### src/rtl/core/dmcwt_pkg.sv
// Shared constants, command codes and control structs of the cache core.
// Depends on nothing; imported by every module of the core.
package dmcwt_pkg;

  localparam int MEM_WORDS   = 65536;
  localparam int CACHE_WORDS = 1024;
  localparam int BLOCK_WORDS = 16;
  localparam int NUM_LINES   = CACHE_WORDS / BLOCK_WORDS;

  localparam int ADDR_W   = 16;
  localparam int DATA_W   = 32;
  localparam int MEM_AW   = $clog2(MEM_WORDS);
  localparam int WORD_W   = $clog2(BLOCK_WORDS);
  localparam int LINE_W   = $clog2(NUM_LINES);
  localparam int CACHE_AW = WORD_W + LINE_W;
  localparam int TAG_W    = MEM_AW - CACHE_AW;
  localparam int FILL_W   = WORD_W + 1;

  localparam logic CMD_READ  = 1'b0;
  localparam logic CMD_WRITE = 1'b1;

  typedef struct packed {
    logic clr_step;
    logic capture;
    logic compare;
    logic fill_step;
    logic load_out;
  } dmcwt_cmd_t;

  typedef struct packed {
    logic clr_last;
    logic is_write;
    logic hit;
    logic fill_last;
    logic out_free;
  } dmcwt_stat_t;

endpackage

### src/rtl/core/dmcwt_ctrl.sv
// Controller state machine of the cache core.
// Depends on dmcwt_pkg; drives the datapath through dmcwt_cmd_t.
module dmcwt_ctrl
  import dmcwt_pkg::*;
(
  input  logic        clk,
  input  logic        rst_n,
  input  logic        in_valid,
  output logic        in_ready,
  input  dmcwt_stat_t stat,
  output dmcwt_cmd_t  cmd
);

  localparam logic [2:0] ST_INIT = 3'd0;
  localparam logic [2:0] ST_IDLE = 3'd1;
  localparam logic [2:0] ST_LOOK = 3'd2;
  localparam logic [2:0] ST_CMP  = 3'd3;
  localparam logic [2:0] ST_FILL = 3'd4;
  localparam logic [2:0] ST_DONE = 3'd5;

  logic [2:0] state_r;
  logic [2:0] state_nxt;

  always_comb begin
    state_nxt = state_r;
    cmd       = '0;
    in_ready  = 1'b0;
    case (state_r)
      ST_INIT: begin
        cmd.clr_step = 1'b1;
        if (stat.clr_last) begin
          state_nxt = ST_IDLE;
        end
      end
      ST_IDLE: begin
        in_ready = 1'b1;
        if (in_valid) begin
          cmd.capture = 1'b1;
          state_nxt   = ST_LOOK;
        end
      end
      ST_LOOK: begin
        state_nxt = ST_CMP;
      end
      ST_CMP: begin
        cmd.compare = 1'b1;
        if (!stat.is_write && !stat.hit) begin
          state_nxt = ST_FILL;
        end else begin
          state_nxt = ST_DONE;
        end
      end
      ST_FILL: begin
        cmd.fill_step = 1'b1;
        if (stat.fill_last) begin
          state_nxt = ST_DONE;
        end
      end
      ST_DONE: begin
        if (stat.out_free) begin
          cmd.load_out = 1'b1;
          state_nxt    = ST_IDLE;
        end
      end
      default: begin
        state_nxt = ST_IDLE;
      end
    endcase
  end

  always_ff @(posedge clk) begin
    if (!rst_n) begin
      state_r <= ST_INIT;
    end else begin
      state_r <= state_nxt;
    end
  end

endmodule

### config.mk
export PLATFORM = sky130hd
export DESIGN_NAME = dmcwt_ctrl
export DESIGN_NICKNAME = d
export VERILOG_FILES = /design/src/rtl/core/dmcwt_pkg.sv /design/src/rtl/core/dmcwt_ctrl.sv
export SDC_FILE = /design/constraint.sdc
export NUM_CORES = 1
export LEC_CHECK = 0
export ABC_AREA = 1
export BUFFER_PORTS_ARGS = -buffer_cell sky130_fd_sc_hd__buf_2
export CAP_MARGIN = 10
export CORE_AREA = 2 2 39 41
export CTS_CLUSTER_SIZE = 40
export DETAILED_ROUTE_END_ITERATION = 7
export DIE_AREA = 0 0 41 43
export PLACE_DENSITY = 0.4
export SYNTH_ARGS = -nofsm -noshare
export SYNTH_HDL_FRONTEND = slang
export SYNTH_SLANG_ARGS = --single-unit
### constraint.sdc
create_clock -name clk -period 1.4 [get_ports clk]
set_input_delay 0.21 -clock clk [delete_from_list [all_inputs] [get_ports clk]]
set_output_delay 0.21 -clock clk [all_outputs]
set_load 0.05 [all_outputs]
==> impl_metrics.toml <==
[drt]
drcViolationCount = 0
dr.pass1.iters = 3
wl_per_cell_um = 8.33
drt-initial-drc-count = 8
wirelength_um = 683
routed_via_density = 4.02
ant_nets = 0
vias = 330

[worst_setup_path]
required_ns = 1.19
critPathMaxStageDelay_ns = 0.35
path_delay_family = "flip-flops"
cp-end-kind = "primary output"
path_class = "reg2out"
worstPathArrival_ns = 1.12
crit_path_frequent_cell = "nor2_2"
path_buf_inv = 2
cp-start-kind = "register"
cp_cell_sequence = "nor2_2 -> inv_1 -> nor2_2 -> buf_4"
cp_slowest_cell = "dfxtp_1"
crit_fanout = 5

[layout]
largest_reg_flops = 3
nFillCells = 173
area_growth_pct = 51.7
post-route-util_pct = 28.9
top_register = "state_r"
mostFrequentLayoutCells = "nand2_1 (8), inv_1 (8), nor2_1 (8), nand3_1 (7), buf_2 (7)"
top_regs = "state_r x3"
multi_input_area_um2 = 166
finalNetCount = 75
antenna_cells = 0
seqCellArea_um2 = 62.6
drive_above_1_share_pct = 45.5

[global_routing]
grtUsageTotal_pct = 10.1
grt_pass1_vias = 284
grt_pass1_wl_um = 1100
antenna_found_initial = 0
grt_overflow_total = 0
grt_max_degree = 8

[synthesis]
syn_area_per_cell_um2 = 5.39
yosys.cell_types.count = 12
ys_warn_count = 0
synthesis.nets = 57
syn-cell-area_um2 = 264
synth_cells = 49
yosysTopAreaCell = "dfxtp_1"
yosys-top-cells-area = "dfxtp_1 (23%), nor2_1 (16%), nand3_1 (13%), inv_1 (11%), nand2_1 (11%)"
yosysTopAreaCellShare_pct = 22.7
yosysSeqAreaShare_pct = 22.7
ys_ff_latch = 3

[timing]
holdWs_ns = 0.220
slew_headroom_pct = 86.3
tightest_slew_ns = 0.205
worst_slack_ns = 0.0712
fmax_mhz = 753
fin_crit_sh_pct = 94.9
setup_tns_ns = 0
skew_ns = 0.000218
finalCriticalPeriod_ns = 1.33
setup_viol = 0
hold_violations = 0
rsz0062_at_grt = "false"
slew_viol_final = 0

[floorplan]
core_area_um2 = 1380
start_util_pct = 19.1
die_y_um = 43
die_area_um2 = 1760
die_w_um = 41
io_pins = 14
rows = 14

[cts]
htreeDepth = 1
cts_tree = "built"
clk_latency_ns = 0.23
cts_buffer_depth = 2
clock-sinks = 3
clk_pin_slew_worst_paths_ns = 0.04
clock-root-buffer = "clkbuf_4"
cts_made_buffers = 3
cts_hold_buf = 0
post_cts_buffers = 0

[pwr]
sequentialPowerShare_pct = 18.9
p_total_uw = 952
intPower_uw = 419
power_frac_comb_pct = 64.8
leakage_uw = 0.000236
swShare_pct = 56.0
irDropWorstVdd_mv = 0.795
clock_power_share_pct = 16.3
switchingPower_uw = 533
power_density_nw_per_um2 = 2380

[place]
dp_slack_ns = 0.198
place_hpwl_um = 572
gp_congestion = 0.671
io_buffers = 13

[worst_hold_path]
hold_class = "in2reg"

[status]
status = "finished, final reports clean"

[job]
drv_cap = 0
tightest hold or removal path, cell delays in order:
cell     delay, ns
buf_2         0.11
nand2_1       0.06
nor2_1        0.03
power by group through the flow:
stage	sequential, uW	combinational (uW)	clock (uW)
final	180	617	155
after detailed placement	177	589	0
after CTS	176	614	162
after floorplan	167	476	0
after global routing	190	681	165
after global placement	178	587	0
cell type report:
type / count / area share, %
tap: 16 / 5.00
sequential: 3 / 15.6
timing repair buffer: 13 / 20.0
clock buffer: 4 / 6.56
inverter: 12 / 11.2
multi-input combinational: 34 / 41.6
per-stage QoR:
step / cells / cell area [um2]
floorplan: 49 / 272
global placement: 78 / 357
detailed placement: 78 / 357
CTS: 82 / 393
global route: 82 / 400
finish: 82 / 400
kinds of logic after synthesis:
family                 Yosys count  share of synthesized area (%)
AND/OR/NAND/NOR                 33                           58.3
buffers and inverters           12                           17.1
AO/OA/AOI/OAI                    1                           1.89
flip-flops                       3                           22.7
routing by layer:
layer | up-vias | global-route usage [%] | routed length (um)
li1 | 185 | - | -
met1 | 136 | 11.9 | 303
met2 | 9 | 13.4 | 336
met3 | 0 | 3.14 | 43
met4 | 0 | 10.0 | 0
met5 | - | 0 | 0
synth_stat cells:
cell,n
nand4_1,1
inv_2,3
a21oi_1,1
clkinv_1,1
nand3_1,7
nor2_2,3
inv_1,8
nor2_1,11
dfxtp_1,3
nor3_2,1
nand2_2,2
nand2_1,8
worst paths after layout:
check | from | end | slack, ns | cells past startpoint
max | state_r[1]$_SDFFE_PN0P_ | cmd[4] | 0.07 | 4
min | rst_n | state_r[2]$_SDFFE_PN0P_ | 0.22 | 3
max reg2reg | state_r[1]$_SDFFE_PN0P_ | state_r[2]$_SDFFE_PN0P_ | 0.25 | 7
min reg2reg | state_r[2]$_SDFFE_PN0P_ | state_r[2]$_SDFFE_PN0P_ | 0.54 | 2
timing repair:
| item | in CTS | in global routing |
|---|---|---|
| pin swaps | 0 | 0 |
| gates resized for setup | 4 | 4 |
| setup endpoints to repair | 4 | 6 |
(Power assumes the default switching activity.)
